[config.mk]
export PLATFORM = sky130hd
export DESIGN_NAME = hed_ram
export DESIGN_NICKNAME = d
export VERILOG_FILES = /design/src/rtl/core/hed_ram.sv
export SDC_FILE = /design/constraint.sdc
export NUM_CORES = 1
export LEC_CHECK = 0
export BUFFER_PORTS_ARGS = -buffer_cell sky130_fd_sc_hd__buf_4
export CAP_MARGIN = 0
export CORE_MARGIN = 3
export CORE_UTILIZATION = 52
export DETAILED_ROUTE_END_ITERATION = 12
export GPL_TIMING_DRIVEN = 0
export HOLD_SLACK_MARGIN = 0.05
export PLACE_DENSITY = 0.68
export SETUP_SLACK_MARGIN = 0.1
export SYNTH_ARGS = -nofsm -noshare
export SYNTH_HDL_FRONTEND = slang
export SYNTH_SLANG_ARGS = --single-unit
[constraint.sdc]
create_clock -name aclk -period 5.1 [get_ports aclk]
set_input_delay 0.255 -clock aclk [delete_from_list [all_inputs] [get_ports aclk]]
set_output_delay 0.255 -clock aclk [all_outputs]
set_load 0.03 [all_outputs]
[src/rtl/core/hed_ram.sv]
// Generic single-write, single-read RAM with registered read data.
module hed_ram #(
    parameter int WIDTH = 8,
    parameter int DEPTH = 32
) (
    input  logic                     aclk,
    input  logic                     we,
    input  logic [$clog2(DEPTH)-1:0] waddr,
    input  logic [WIDTH-1:0]         wdata,
    input  logic [$clog2(DEPTH)-1:0] raddr,
    output logic [WIDTH-1:0]         rdata
);
    logic [WIDTH-1:0] mem [DEPTH];

    always_ff @(posedge aclk) begin
        if (we) begin
            mem[waddr] <= wdata;
        end
        rdata <= mem[raddr];
    end
endmodule

==> impl_results.md <==
- Result of the run: finished clean
- CTS tree: yes
- Cts hold-fix bufs: 0
- Wire length reported by the detailed router: around 19 mm
- Leak Pwr: about 3.5 nW
- Worst hold slack: around 0.15 ns
- Number of clock sinks: approximately 260
- Top fanout value on the critical path: 10
- Mean post-synth cell area: roughly 24 µm²
- Number of setup buffers added after CTS: 0
- Antenna violations before repair: 0
- Maximum root-to-sink buffer count: 3
- Synth Instances: about 420
- Row Count: 50
- Count of input and output buffers: 22
- Required time at the worst-slack endpoint: 5.50 ns
- Die width: around 150 µm
- Count of synthesis-stage warnings from yosys: 0
- Synth Area in XOR/XNOR: 0%
- Worst min path class: input port to register
- Starting DRC count in detailed routing: 347
- Vias per inst: 5.94
- Io pins: 28
- Die Y: about 150 µm
- Largest family of logic cells by synthesized area: multiplexers
- Post-CTS sizing: 0
- Count of endpoints failing setup in the final report: 0
- Shortest clock period the worst path allows after layout: about 2.2 ns
- Half-perimeter wire length after detailed placement: 12.2 mm
- Reg2Reg Capture Point: rdata[2]
- Worst endpoint data arrival time: 2.64 ns
- Post-layout worst setup margin: between 2 and 3 ns
- Share of the yosys chip area belonging to registers: 78.1%
- Vias in the first global route: approximately 4600
- Final Wtd Congestion: between 0.7 and 0.8
- Synthesis-to-layout area growth: 12.5%
- Number of hold violations in the final report: 0
- Total grt overflow: 0
- Clk Tree Root Cell: clkbuf_16
- FF+latch count, synth: between 200 and 300
- Final net count: between 400 and 500
- RSZ-0062 raised after global routing: no
- Count of antenna diodes in the layout: 0
- Setup WS pre-CTS: 2.31 ns
- Total number of vias: approximately 4400
- Basic-gate share of the synthesized area counting and, or, nand and nor cells: slightly above 2%
- Average detailed-routed wire length per instance: around 26 µm
- Worst Setup EP: rdata[0]
- Clock tree skew after final layout: 0.0165 ns
- Fraction of the mapped netlist area in compound gates: 0%
- Critical path capture point type: register
- Initial core utilization: a little over half
- Pin count of the biggest net entering global routing: 33
- Pins Over Slew Limit: 0
- Power per standard cell area: 391 mW/mm²
- Global-route wire length before repair: 29.2 mm
- Multiplexer fraction of the synthesized cell area: between 10% and 20%
- FF-to-FF setup slack: 3.26 ns
- Startpoint-to-endpoint class of the critical path: input port to register
- GRT Overall Usage: about a fifth
- Critical path startpoint category: input port
- Clock latency on the worst-skew pair: about 0.52 ns
- Reported max-cap violation count: 0
- Clock slew at the register clock pins of the worst setup and hold paths: 0.06 ns
- CORE AREA: approximately 0.019 mm²
- DRT antenna net count: 0
- Synthesized Nets: 437
- DIE AREA: between 0.02 and 0.025 mm²
- # DRC: 0
- Accumulated negative setup slack: 0 ns
- Fraction of the cycle the final worst path needs: a little over two fifths
- First-pass iteration count of the detailed router: 4
- Worst setup path startpoint: raddr[2]
- Worst Reg-to-Reg Cells: 3
- F_max: roughly 450 MHz
- Mapped Area: roughly 0.010 mm²
- Worst-Margin Slew: approximately 0.87 ns
- Adder-cell share of the synthesized area: 0%
- Clock buffers created by TritonCTS: 25
- Slew headroom: 41.7%
- Worst VDD drop: just under 300 µV
- Unique cell type count in the Yosys netlist: 15
- H-Tree Level Count: 1
- Share of final-layout standard cells stronger than drive strength 1: 32.2%
- Worst flop-to-flop path startpoint: mem[29][2]
==> registers in the layout, summed over array words and instances (netlist names) <==
register  count
rdata         8
mem         256
==> worst max-delay path: stages <==
cell	delay [ns]
clkbuf_1	0.42
clkbuf_1	0.64
mux4_2	0.47
mux4_2	0.54
mux2_2	0.31
==> synth_stat cells <==
| library cell | instances | area [µm²] |
|---|---|---|
| edfxtp_1 | 256 | 7690 |
| mux4_2 | 80 | 1800 |
| nor2_1 | 33 | 124 |
| dfxtp_1 | 8 | 160 |
| mux2_2 | 8 | 90.1 |
| buf_1 | 6 | 22.5 |
| buf_4 | 6 | 45.0 |
| clkbuf_1 | 6 | 22.5 |
| nand3b_1 | 5 | 37.5 |
| or3b_2 | 3 | 26.3 |
| nand3_1 | 2 | 10.0 |
| buf_2 | 1 | 5.00 |
| buf_6 | 1 | 11.3 |
| nand2_1 | 1 | 3.75 |
| or3_1 | 1 | 6.26 |
==> stage by stage <==
step	std cells	instance area [µm²]	total power, mW	util [%]
5_1_grt	745	11300	4.57	60.1
6_report	745	11300	4.42	60.1
3_5_place_dp	699	10500	2.72	56.0
3_3_place_gp	699	10500	2.71	56.0
2_1_floorplan	417	10100	2.61	-
4_1_cts	745	11300	4.46	60.1
==> logic make-up (layout without fill, tap and decap cells) <==
kind of cell | count (synthesis) | in the layout
flip-flops | 264 | 264
multiplexers | 88 | 88
AND/OR/NAND/NOR | 45 | 45
buffers and inverters | 20 | 88
==> worst min path at each step <==
stage                            end  cells after the start  slack, ns      from
final                     mem[23][5]                      1       0.15  wdata[5]
after global routing      mem[22][5]                      1       0.15  wdata[5]
after CTS                 mem[23][6]                      1       0.14  wdata[6]
after detailed placement    rdata[3]                      1       0.69  rdata[3]
after global placement    mem[29][6]                      1       0.67  wdata[6]
after floorplan            mem[0][0]                      0       0.35  wdata[0]
==> layout by cell type, fill, tap and decap left out <==
| cell type | count |
|---|---|
| clkbuf_16 | 25 |
| inv_6 | 1 |
| or3_1 | 1 |
| clkinv_2 | 7 |
| buf_4 | 28 |
| bufinv_16 | 2 |
| buf_6 | 1 |
| nand3b_1 | 5 |
| clkbuf_1 | 13 |
| buf_2 | 1 |
| mux2_2 | 8 |
| nand2_1 | 1 |
| buf_1 | 6 |
| dfxtp_1 | 8 |
| mux4_2 | 80 |
| or3b_2 | 3 |
| clkinv_1 | 4 |
| nand3_1 | 2 |
| nor2_1 | 33 |
| edfxtp_1 | 256 |
==> power by group <==
part | switching (mW) | internal (mW) | leakage (nW)
sequential | 0.00769 | 2.41 | 2.37
clock | 0.749 | 1.00 | 0.383
combinational | 0.144 | 0.107 | 0.752
==> per-layer routing <==
layer	track usage (%)	part of all wire, %
met5	0	0
met1	28.6	45
met4	5.42	2.7
met3	3.28	6.3
met2	28.5	46
==> cell type report <==
class	count	area [µm²]
Fill cell	1338	7520
Clock inverter	14	119
Clock buffer	32	652
Buffer	20	106
Tap cell	260	325
Timing Repair Buffer	22	165
Multi-Input combinational cell	133	2100
Sequential cell	264	7850
No activity file was read; power rests on OpenSTA's default activity.
